**src/rtl/pgl_pkg.sv**
```systemverilog
// ----------------------------------------------------------------------------
// pgl_pkg
// Shared types, constants and helper functions of the glyph layout engine.
// ----------------------------------------------------------------------------
package pgl_pkg;

    localparam int NUM_GLYPHS     = 96;
    localparam int MAX_CELL_WIDTH = 64;
    localparam int GLYPH_W        = 7;
    localparam int WIDTH_W        = 16;
    localparam int CELL_W         = 7;
    localparam int ALPHA_W        = 8;
    localparam int CFG_DATA_W     = 8;

    localparam logic [15:0]        FIRST_PRINTABLE = 16'd32;
    localparam logic [15:0]        PAST_PRINTABLE  = 16'd127;
    localparam logic [GLYPH_W-1:0] FALLBACK_GLYPH  = 7'd95;
    localparam logic [GLYPH_W-1:0] LAST_GLYPH      = 7'(NUM_GLYPHS - 1);
    localparam logic [CELL_W-1:0]  CELL_LIMIT      = 7'(MAX_CELL_WIDTH);

    // configuration register indexes
    localparam logic CFG_CELL_WIDTH    = 1'b0;
    localparam logic CFG_INK_THRESHOLD = 1'b1;

    // item kinds
    localparam logic FUNC_PIXEL = 1'b0;
    localparam logic FUNC_CHAR  = 1'b1;

    typedef struct packed {
        logic        func;
        logic [6:0]  glyph_index;
        logic [5:0]  column;
        logic [7:0]  alpha;
        logic [15:0] char_code;
        logic        first_char;
        logic [15:0] avail_width;
    } t_in_item;

    typedef struct packed {
        logic [6:0]  glyph;
        logic [15:0] x_offset;
        logic [6:0]  advance;
        logic        visible;
        logic [15:0] total_width;
    } t_out_item;

    // controller -> datapath
    typedef struct packed {
        logic load;       // take the input item, start the table read
        logic exec_pix;   // finish a pixel item (table update)
        logic exec_chr;   // finish a character item (layout, load result)
    } t_cmd;

    // datapath -> controller
    typedef struct packed {
        logic is_char;    // held item is a character
        logic out_busy;   // result register full and not taken this cycle
    } t_sts;

    // code unit -> glyph cell
    function automatic logic [GLYPH_W-1:0] map_glyph(input logic [15:0] code);
        logic [15:0] diff;
        begin
            diff = code - FIRST_PRINTABLE;
            if (code < FIRST_PRINTABLE || code >= PAST_PRINTABLE) begin
                map_glyph = FALLBACK_GLYPH;
            end else begin
                map_glyph = diff[GLYPH_W-1:0];
            end
        end
    endfunction

    // c / 3 for c <= 64 via reciprocal multiply (171 / 512)
    function automatic logic [CELL_W-1:0] div3(input logic [CELL_W-1:0] c);
        logic [15:0] prod;
        begin
            prod = 16'(c) * 16'd171;
            div3 = prod[15:9];
        end
    endfunction

endpackage

```
**src/rtl/pgl_ctrl.sv**
```systemverilog
// ----------------------------------------------------------------------------
// pgl_ctrl
// Item sequencer: accepts one item, waits for the table read, then finishes it.
// ----------------------------------------------------------------------------
module pgl_ctrl (
    input  logic          i_clk,
    input  logic          i_rst_n,
    input  logic          i_in_valid,
    output logic          o_in_stall,
    input  pgl_pkg::t_sts i_sts,
    output pgl_pkg::t_cmd o_cmd
);

    typedef enum logic [1:0] {
        ST_IDLE = 2'b01,
        ST_EXEC = 2'b10
    } t_state;

    t_state r_state;
    t_state n_state;

    always_comb begin
        n_state      = r_state;
        o_cmd        = '0;
        o_in_stall   = 1'b1;
        unique case (r_state)
            ST_IDLE: begin
                o_in_stall = 1'b0;
                if (i_in_valid) begin
                    o_cmd.load = 1'b1;
                    n_state    = ST_EXEC;
                end
            end
            ST_EXEC: begin
                if (!i_sts.is_char) begin
                    o_cmd.exec_pix = 1'b1;
                    n_state        = ST_IDLE;
                end else if (!i_sts.out_busy) begin
                    o_cmd.exec_chr = 1'b1;
                    n_state        = ST_IDLE;
                end
            end
            default: begin
                n_state = ST_IDLE;
            end
        endcase
    end

    always_ff @(posedge i_clk) begin
        if (!i_rst_n) begin
            r_state <= ST_IDLE;
        end else begin
            r_state <= n_state;
        end
    end

endmodule

```
**src/rtl/pgl_datapath.sv**
```systemverilog
// ----------------------------------------------------------------------------
// pgl_datapath
// Config registers, ink width memory, string state and the result register.
// ----------------------------------------------------------------------------
module pgl_datapath (
    input  logic                                   i_clk,
    input  logic                                   i_rst_n,
    input  logic                                   i_cfg_we,
    input  logic                                   i_cfg_index,
    input  logic [pgl_pkg::CFG_DATA_W-1:0]         i_cfg_data,
    input  pgl_pkg::t_in_item                      i_in_data,
    input  pgl_pkg::t_cmd                          i_cmd,
    output pgl_pkg::t_sts                          o_sts,
    output logic                                   o_out_valid,
    input  logic                                   i_out_stall,
    output pgl_pkg::t_out_item                     o_out_data
);

    // config
    logic [pgl_pkg::CELL_W-1:0]  r_cell_width;
    logic [pgl_pkg::ALPHA_W-1:0] r_ink_threshold;

    // held item
    pgl_pkg::t_in_item r_item;

    // ink width memory; per-entry valid bits give the all-zero reset
    logic [pgl_pkg::CELL_W-1:0]     r_ink_mem [pgl_pkg::NUM_GLYPHS];
    logic [pgl_pkg::NUM_GLYPHS-1:0] r_ink_vld;
    logic [pgl_pkg::CELL_W-1:0]     r_rd_data;
    logic                           r_rd_vld;
    logic [pgl_pkg::GLYPH_W-1:0]    r_addr;

    // string state
    logic [pgl_pkg::WIDTH_W-1:0] r_running;
    logic                        r_clipped;

    // result register
    logic               r_out_valid;
    pgl_pkg::t_out_item r_out;

    logic [pgl_pkg::GLYPH_W-1:0] rd_addr;
    logic [pgl_pkg::CELL_W-1:0]  eff_cell;
    logic [pgl_pkg::CELL_W-1:0]  stored;
    logic [pgl_pkg::CELL_W-1:0]  col1;
    logic                        pix_hit;
    logic [pgl_pkg::CELL_W-1:0]  adv;
    logic [pgl_pkg::WIDTH_W-1:0] x_before;
    logic                        clip_base;
    logic [pgl_pkg::WIDTH_W:0]   sum;
    logic [pgl_pkg::WIDTH_W-1:0] total;
    logic                        clip_next;

    // read address at accept; out-of-range pixel samples read entry 0 (unused)
    always_comb begin
        if (i_in_data.func == pgl_pkg::FUNC_CHAR) begin
            rd_addr = pgl_pkg::map_glyph(i_in_data.char_code);
        end else if (i_in_data.glyph_index <= pgl_pkg::LAST_GLYPH) begin
            rd_addr = i_in_data.glyph_index;
        end else begin
            rd_addr = '0;
        end
    end

    assign eff_cell = (r_cell_width > pgl_pkg::CELL_LIMIT) ? pgl_pkg::CELL_LIMIT : r_cell_width;
    assign stored   = r_rd_vld ? r_rd_data : '0;
    assign col1     = {1'b0, r_item.column} + 7'd1;

    assign pix_hit = (r_item.glyph_index <= pgl_pkg::LAST_GLYPH)
                  && (r_item.alpha > r_ink_threshold)
                  && (col1 <= eff_cell)
                  && (stored < col1);

    // character layout
    always_comb begin
        if (stored == '0) begin
            adv = pgl_pkg::div3(eff_cell);
        end else if (stored > eff_cell) begin
            adv = eff_cell;
        end else begin
            adv = stored;
        end
        x_before  = r_item.first_char ? '0 : r_running;
        clip_base = r_item.first_char ? 1'b0 : r_clipped;
        sum       = {1'b0, x_before} + {10'd0, adv};
        total     = sum[pgl_pkg::WIDTH_W] ? '1 : sum[pgl_pkg::WIDTH_W-1:0];
        clip_next = clip_base | (total > r_item.avail_width);
    end

    // memory array: one write, one registered read
    always_ff @(posedge i_clk) begin
        if (i_cmd.exec_pix && pix_hit) begin
            r_ink_mem[r_addr] <= col1;
        end
        if (i_cmd.load) begin
            r_rd_data <= r_ink_mem[rd_addr];
        end
    end

    // payload registers
    always_ff @(posedge i_clk) begin
        if (i_cmd.load) begin
            r_item <= i_in_data;
            r_addr <= rd_addr;
        end
        if (i_cmd.exec_chr) begin
            r_out.glyph       <= r_addr;
            r_out.x_offset    <= x_before;
            r_out.advance     <= adv;
            r_out.visible     <= ~clip_next;
            r_out.total_width <= total;
        end
    end

    // control and state registers
    always_ff @(posedge i_clk) begin
        if (!i_rst_n) begin
            r_cell_width    <= 7'd7;
            r_ink_threshold <= 8'd20;
            r_ink_vld       <= '0;
            r_rd_vld        <= 1'b0;
            r_running       <= '0;
            r_clipped       <= 1'b0;
            r_out_valid     <= 1'b0;
        end else begin
            if (i_cfg_we) begin
                unique case (i_cfg_index)
                    pgl_pkg::CFG_CELL_WIDTH:    r_cell_width    <= i_cfg_data[pgl_pkg::CELL_W-1:0];
                    pgl_pkg::CFG_INK_THRESHOLD: r_ink_threshold <= i_cfg_data;
                    default: ;
                endcase
            end
            if (i_cmd.load) begin
                r_rd_vld <= r_ink_vld[rd_addr];
            end
            if (i_cmd.exec_pix && pix_hit) begin
                r_ink_vld[r_addr] <= 1'b1;
            end
            if (i_cmd.exec_chr) begin
                r_running   <= total;
                r_clipped   <= clip_next;
                r_out_valid <= 1'b1;
            end else if (r_out_valid && !i_out_stall) begin
                r_out_valid <= 1'b0;
            end
        end
    end

    assign o_sts.is_char  = (r_item.func == pgl_pkg::FUNC_CHAR);
    assign o_sts.out_busy = r_out_valid && i_out_stall;
    assign o_out_valid    = r_out_valid;
    assign o_out_data     = r_out;

endmodule

```
**src/rtl/proportional_glyph_layout_core.sv**
```systemverilog
// ----------------------------------------------------------------------------
// proportional_glyph_layout_core
// Learns per-glyph ink widths from font pixel items and lays out strings.
// ----------------------------------------------------------------------------
// Sequence: an accepted item's table read is registered; in exec, a character's
//   result enters the output register when that can take it, or a pixel item
//   updates the table. No new item is taken until the last one is finished, as
//   the registered read of the ink width memory is followed by its update or the layout step.
// Reset (synchronous, i_rst_n low): config returns to cell_width 7 and
//   ink_threshold 20, all ink widths read as zero at once, string state clears.
// ----------------------------------------------------------------------------
module proportional_glyph_layout_core (
    input  logic                           i_clk,
    input  logic                           i_rst_n,
    // config write port
    input  logic                           i_cfg_we,
    input  logic                           i_cfg_index,
    input  logic [pgl_pkg::CFG_DATA_W-1:0] i_cfg_data,
    // input channel
    input  logic                           i_in_valid,
    output logic                           o_in_stall,
    input  pgl_pkg::t_in_item              i_in_data,
    // result channel
    output logic                           o_out_valid,
    input  logic                           i_out_stall,
    output pgl_pkg::t_out_item             o_out_data
);

    pgl_pkg::t_cmd cmd;
    pgl_pkg::t_sts sts;

    // Sequencer: idle -> (accept, start table read) -> exec -> idle.
    // A character waits in exec only while the result register is full and stalled.
    pgl_ctrl u_ctrl (
        .i_clk      (i_clk),
        .i_rst_n    (i_rst_n),
        .i_in_valid (i_in_valid),
        .o_in_stall (o_in_stall),
        .i_sts      (sts),
        .o_cmd      (cmd)
    );

    // Datapath: the ink width memory is read at accept and updated in exec,
    // so a following item always sees the write of the one before.
    pgl_datapath u_dp (
        .i_clk       (i_clk),
        .i_rst_n     (i_rst_n),
        .i_cfg_we    (i_cfg_we),
        .i_cfg_index (i_cfg_index),
        .i_cfg_data  (i_cfg_data),
        .i_in_data   (i_in_data),
        .i_cmd       (cmd),
        .o_sts       (sts),
        .o_out_valid (o_out_valid),
        .i_out_stall (i_out_stall),
        .o_out_data  (o_out_data)
    );

endmodule

```
**config.mk**
```make
export PLATFORM = sky130hd
export DESIGN_NAME = proportional_glyph_layout_core
export DESIGN_NICKNAME = d
export VERILOG_FILES = /design/src/rtl/pgl_pkg.sv /design/src/rtl/pgl_ctrl.sv /design/src/rtl/pgl_datapath.sv /design/src/rtl/proportional_glyph_layout_core.sv
export SDC_FILE = /design/constraint.sdc
export NUM_CORES = 1
export LEC_CHECK = 0
export ABC_AREA = 1
export BUFFER_PORTS_ARGS = -buffer_cell sky130_fd_sc_hd__buf_2
export CORE_ASPECT_RATIO = 0.6
export CORE_UTILIZATION = 49
export CTS_BUF_LIST = sky130_fd_sc_hd__clkbuf_8
export CTS_CLUSTER_SIZE = 28
export DETAILED_ROUTE_END_ITERATION = 7
export PLACE_DENSITY = 0.66
export SYNTH_ARGS = -nofsm -noshare
export SYNTH_HDL_FRONTEND = slang
export SYNTH_SLANG_ARGS = --single-unit
export TNS_END_PERCENT = 100
```
**constraint.sdc**
```tcl
create_clock -name i_clk -period 15.75 [get_ports i_clk]
set_input_delay 1.575 -clock i_clk [delete_from_list [all_inputs] [get_ports i_clk]]
set_output_delay 1.575 -clock i_clk [all_outputs]
set_load 0.05 [all_outputs]
```
# [Word level (Yosys, flattened, before mapping)]
# Memory sizes are Yosys's and may differ from the RTL's. A register that Yosys moved wholly into a read port is not among the register bits.
# Cells that the tools add are included.
# Widths: inputs -> output; s select.
[word_totals] regBits=225 latchBits=0 mem_bits_rw=672 romBits=0 in_bits=69 out_inout_bits=49 elab_cells=89 memories=1
[memory_table] memory="u_dp.r_ink_mem" depth=96 word_bits=7 read_ports=1 rd_ports_with_merged_regs=1 wr=1 line_no="pgl_datapath.sv:27" rtl="logic [pgl_pkg::CELL_W-1:0] r_ink_mem [pgl_pkg::NUM_GLYPHS];"
[op_classes] n_addsub=3 n_mul=1 div_mod_pow=0 n_lt_le_gt_ge=13 n_eq_ne=4 shifts=0 mux=29 bitwise_logic=4 n_reduce_logical=14
[ops] op="$or 96x96->96" n=1
[ops] op="$mux 7" n=7
[ops] op="$mux 16" n=2
[ops] op="$add 16x7->17" n=1
[ops] op="$ge 16x7->1 const B" n=1
[ops] op="$gt 16x16->1" n=1
[ops] op="$lt 16x6->1 const B" n=1
[ops] op="$lt 7x8->1 const B" n=2
[ops] op="$mul 7x8->15 const B" n=1
[ops] op="$le 7x7->1 const B" n=2
[ops] op="$mux 1" n=13
[ops] op="$gt 8x8->1" n=1
[ops] op="$mux 2" n=4
[ops] op="$add 6x1->7 const B" n=1
[ops] op="$bmux 1 s7" n=1
[ops] op="$demux 1 s7" n=1
[ops] op="$ge 7x1->1 const B" n=1
[ops] op="$gt 7x7->1" n=1
[ops] op="$gt 7x7->1 const B" n=1
[ops] op="$le 7x7->1" n=1
[ops] op="$logic_and 1x1->1" n=7
[ops] op="$logic_not 7->1" n=1
[ops] op="$lt 7x7->1" n=1
[ops] op="$sub 7x6->7 const B" n=1
[ops] op="other kinds (11)" n=14

# [Logic depth before layout (Yosys ltp)]
[depth] word_depth=10 depth_mapped=47 mapped_depth_nobuf=47

# [By module]
# A second synthesis with hierarchy kept.
[hier_totals] hier_cells=3485 hier_area_um2=38433.1
[by_module_without_submodules] mod="pgl_datapath" instances=1 cells_each=3468 area_each_um2=38319.3 seq_area_each_um2=25634.6
[by_module_without_submodules] mod="pgl_ctrl" instances=1 cells_each=17 area_each_um2=113.9 seq_area_each_um2=40.0

# [Least setup slack after synthesis]
# OpenSTA, ideal clock, no wires.
[synth_timing] kind="register -> register" start="register u_dp.r_cell_width[0] (netlist name)" end="register u_dp.r_clipped" setup_time_ns=0.125 arrival_time_ns=6.479 required_ns=15.625 slack_ns=9.146 path_stages_with_launch=47 n_path_buf=0 period_less_slack_ns=6.604 cell_sequence="dfxtp_1 nor2_1 nand3_1 nand2_1 nand2_1 inv_1 ha_1 fa_1 inv_1 fa_1 inv_1 fa_1 ha_1 nand2_1 a21oi_1 a211oi_1 o21ai_0 nand2_1 [... 11 more ...] a21oi_1 nand2_1 nor2_1 nand3_1 inv_1 or2_2 ha_1 inv_1 nor2_1 nor2_1 o21a_1 o221ai_1 nand2_1 o2111ai_1 a21oi_1 nand2_1 o211ai_1 inv_1"
[synth_between] elab_chain_len=9 word_cells_on_any_way=10 classes_between="add/sub (1); mul (1); order compare (3); mux (4); bitwise (1)"
[synth_lines] element="start: declaration" line_no="pgl_datapath.sv:20" rtl="logic [pgl_pkg::CELL_W-1:0] r_cell_width;"
[synth_lines] element="start signal: assignment" line_no="pgl_datapath.sv:127" rtl="pgl_pkg::CFG_CELL_WIDTH: r_cell_width <= i_cfg_data[pgl_pkg::CELL_W-1:0];"
[synth_lines] element="$gt 7x7->1" line_no="pgl_datapath.sv:64" rtl="assign eff_cell = (r_cell_width > pgl_pkg::CELL_LIMIT) ? pgl_pkg::CELL_LIMIT : r_cell_width;"
[synth_lines] element="$mux 7 (*)" line_no="pgl_datapath.sv:64"
[synth_lines] element="parallel branches: the longest is 2 deep, another holds $mul 7x8->15"
[synth_lines] element="$mux 7 (*)" line_no="pgl_datapath.sv:75" rtl="if (stored == '0) begin"
[synth_lines] element="net u_dp.adv, one bit" line_no="pgl_datapath.sv:46" rtl="logic [pgl_pkg::CELL_W-1:0] adv;"
[synth_lines] element="$add 16x7->17 (*)" line_no="pgl_datapath.sv:84" rtl="sum = {1'b0, x_before} + {10'd0, adv};"
[synth_lines] element="$mux 16 (*)" line_no="pgl_datapath.sv:85" rtl="total = sum[pgl_pkg::WIDTH_W] ? '1 : sum[pgl_pkg::WIDTH_W-1:0];"
[synth_lines] element="net u_dp.total, one bit" line_no="pgl_datapath.sv:50" rtl="logic [pgl_pkg::WIDTH_W-1:0] total;"
[synth_lines] element="$gt 16x16->1 (*)" line_no="pgl_datapath.sv:86" rtl="clip_next = clip_base | (total > r_item.avail_width);"
[synth_lines] element="$or 1x1->1 (*)" line_no="pgl_datapath.sv:86"
[synth_lines] element="end signal: assignment" line_no="pgl_datapath.sv:140" rtl="r_clipped <= clip_next;"
[synth_lines] element="end: declaration" line_no="pgl_datapath.sv:35" rtl="logic r_clipped;"
# Mark *: on every way through the listed nets, which the timed path passes.
# A chain may end at the register's enable or synchronous reset.

# [Worst setup path in the final report]
# Same ends and word-level chain as after synthesis.

==> run_results.csv <==
group,metric,value,unit
sta,setup_viol,0,
power,powerDensity,116,nW/um^2
worst_setup_path,arrival,8.50,ns
placed_design,routabilityCongestion,0.901,
drt,drt-pass1-iter-count,6,
finish,nNetsFinal,3767,
floorplanning,core_region_area,77700,um^2
synthesis,ys_types,47,
clock_tree,cts-root-buf,"clkbuf_8",
power,swShare,26.4,%
global_routing,grt_pass1_vias,24900,
placed_design,dp_cells,4528,
synthesis,synthesis.nets,3677,
clock_tree,clockBufferDepth,3,
synthesis,seq_area_frac_synth,66.6,%
floorplanning,fp.dieW,364,um
finish,n_fill_cell,6714,
clock_tree,cts_buffers,132,
floorplanning,floorplan.initialDensity,49.6,%
hold_path,hold_class,"flip-flop to flip-flop",
synthesis,async_reset_ff_share,0,%
finish,synthToLayoutAreaGrowth,9.96,%
synthesis,synth_edf_count,767,
synthesis,synth_ff_type,"edfxtp_1",
floorplanning,die_area,79800,um^2
power,max-vdd-ir-drop,0.0824,mV
floorplanning,die_h,219,um
worst_setup_path,cp_max_fo,15,
worst_setup_path,worst-path-buf-inv,6,
finish,drive_gt1_share,11.5,%
sta,worst_slew_pin_slew,1.20,ns
power,comb_power_share,10.7,%
worst_setup_path,crit_slowest_cell,"fa_1",
drt,wire_per_inst,21.3,um
drt,drc,0,
finish,layout_commonest_cell,"edfxtp_1",
finish,final_area,42400,um^2
drt,viasPerCell,5.63,
clock_tree,cts_setup_buffers,0,
clock_tree,cts_tree,"yes",
power,p_seq_share,53.5,%
power,p_clk_share,35.8,%
floorplanning,rows,79,
clock_tree,clock_latency,0.78,ns
sta,fin_crit_sh,49.7,%
sta,timing.setup.tns,0,ns
clock_tree,ctsHoldBuffers,0,
drt,wl,101000,um
global_routing,antenna_found_initial,1,
worst_setup_path,crit_path_max_incr_delay,0.45,ns
synthesis,avgSynthCellArea,11.0,um^2
global_routing,grt_usage,25.4,%
placed_design,dp_hpwl,60500,um
floorplanning,io-pin-count,118,
run_status,status,"complete, no violations",
synthesis,synth_cells,3519,
worst_setup_path,cp_top_family,"adder cells",
placed_design,pre_cts_ws,8.04,ns
placed_design,portBuffers,117,
drt,ant_nets,0,
worst_setup_path,cp.required,16.42,ns
drt,vias,26800,
clock_tree,cts.sinks,899,
sta,grt_setup_unrepaired,"false",
sta,fin_skew,0.0298,ns
sta,report.final.hold_viol_count,0,
sta,drv_slew,0,
power,p_leak,15.9,nW
power,cell_internal_pwr,3.62,mW
clock_tree,htreeDepth,4,
power,power.switching,1.30,mW
finish,final_cell_mix,"767 x edfxtp_1, 743 x nand2_1, 586 x nand3_1",
placed_design,place_area,40000,um^2
finish,fin_cells,4762,
clock_tree,clk_pin_slew,0.07,ns
worst_setup_path,start_kind,"flip-flop",
drt,drt-initial-drc-count,3288,
worst_setup_path,end_kind,"flip-flop",
sta,period_minus_slack,7.82,ns
synthesis,synth_area,38500,um^2
worst_setup_path,cpMostUsedCell,"nand2_1",
flow_run,cap_violations,0,
sta,worst_slack,7.93,ns
worst_setup_path,crit_type,"flip-flop to flip-flop",
clock_tree,post_cts_resized,0,
global_routing,grt_pass1_wl,152000,um
synthesis,ys_seq_elements,899,
global_routing,grt_max_degree,228,
synthesis,synth_warnings,0,
sta,relSlewSlack,19.9,%
global_routing,grt-ovfl-total,0,
sta,max_freq,0.128,GHz
## sequential cells by signal (all words and copies together) (netlist names), 2 cells and up
| name | count |
|---|---|
| u_dp.r_ink_mem | 672 |
| u_dp.r_ink_vld | 96 |
| u_dp.o_out_data | 47 |
| u_dp.r_item | 33 |
| u_dp.r_running | 16 |
| u_dp.r_ink_threshold | 8 |
| u_dp.r_addr | 7 |
| u_dp.r_cell_width | 7 |
| u_dp.r_rd_data | 7 |
| u_ctrl.r_state | 2 |
## metrics by stage
step | power (mW) | utilization [%] | hold WS [ns]
finish | 4.91 | 54.6 | 0.452
global route | 5.09 | 54.6 | 0.464
CTS | 4.93 | 54.6 | 0.449
detailed placement | 3.19 | 51.5 | 0.440
global placement | 3.19 | 51.5 | 0.438
floorplan | 3.02 | - | 0.430
## layer usage
layer | vias to the layer above | global-route usage [%] | share of wire, %
met3 | 146 | 6.91 | 11
met1 | 12900 | 39.4 | 46
met2 | 1260 | 34.7 | 41
met4 | 0 | 6.78 | 1.7
met5 | - | 0 | 0
li1 | 12500 | - | -
## logic make-up (layout without fill, tap and decap cells)
group / after synthesis / count (layout) / synth area share [%]
buffers and inverters: 460 / 649 / 4.83
AND/OR/NAND/NOR: 1623 / 1623 / 18.6
flip-flops: 899 / 899 / 66.6
adder cells (fa/ha/maj): 89 / 89 / 3.04
other: 1 / 2 / 0.00973
AO/OA/AOI/OAI: 434 / 434 / 6.66
XOR/XNOR: 13 / 13 / 0.295
## power groups by stage
stage / logic, mW / clock network [mW] / registers (mW)
after global routing: 0.575 / 1.89 / 2.63
after floorplan: 0.335 / 0 / 2.68
after detailed placement: 0.514 / 0 / 2.68
after CTS: 0.516 / 1.78 / 2.63
after global placement: 0.509 / 0 / 2.68
final: 0.526 / 1.76 / 2.63
## cell type report
| class | count | area (um^2) | area share (%) |
|---|---|---|---|
| antenna | 1 | 2.50 | 0.00590 |
| clock buffer | 146 | 2010 | 4.74 |
| clock inverter | 87 | 383 | 0.903 |
| inverter | 261 | 1000 | 2.36 |
| multi-input combinational | 2160 | 11100 | 26.2 |
| sequential | 899 | 25700 | 60.6 |
| tap | 1053 | 1320 | 3.11 |
| timing repair buffer | 155 | 883 | 2.08 |
## worst paths after layout
kind / start / endpoint / slack [ns] / cells past startpoint
worst max-delay path: u_dp.r_cell_width[0] / u_dp.r_clipped / 7.93 / 46
worst min-delay path: u_dp.r_ink_vld[83] / u_dp.r_ink_vld[83] / 0.45 / 2
worst max register to register: u_dp.r_cell_width[0] / u_dp.r_clipped / 7.93 / 46
worst min register to register: u_dp.r_ink_vld[83] / u_dp.r_ink_vld[83] / 0.45 / 2
## cell usage after synthesis (56+ instances only)
library cell  number  area, um^2
dfxtp_1          132        2640
ha_1              81        1010
or2_2             56         350
edfxtp_1         767       23000
buf_2             81         405
inv_1            254         953
nand3_1          586        2930
o21ai_0          140         701
nor2_1           180         676
nand2_1          747        2800
o211ai_1          78         586
clkbuf_1          87         327
a21oi_1          141         706
## worst min-delay path: stages (launching register included)
cell	delay (ns)
dfxtp_1	0.31
inv_1	0.05
a21oi_1	0.05
Note: power is estimated with default switching activity, not from simulation.
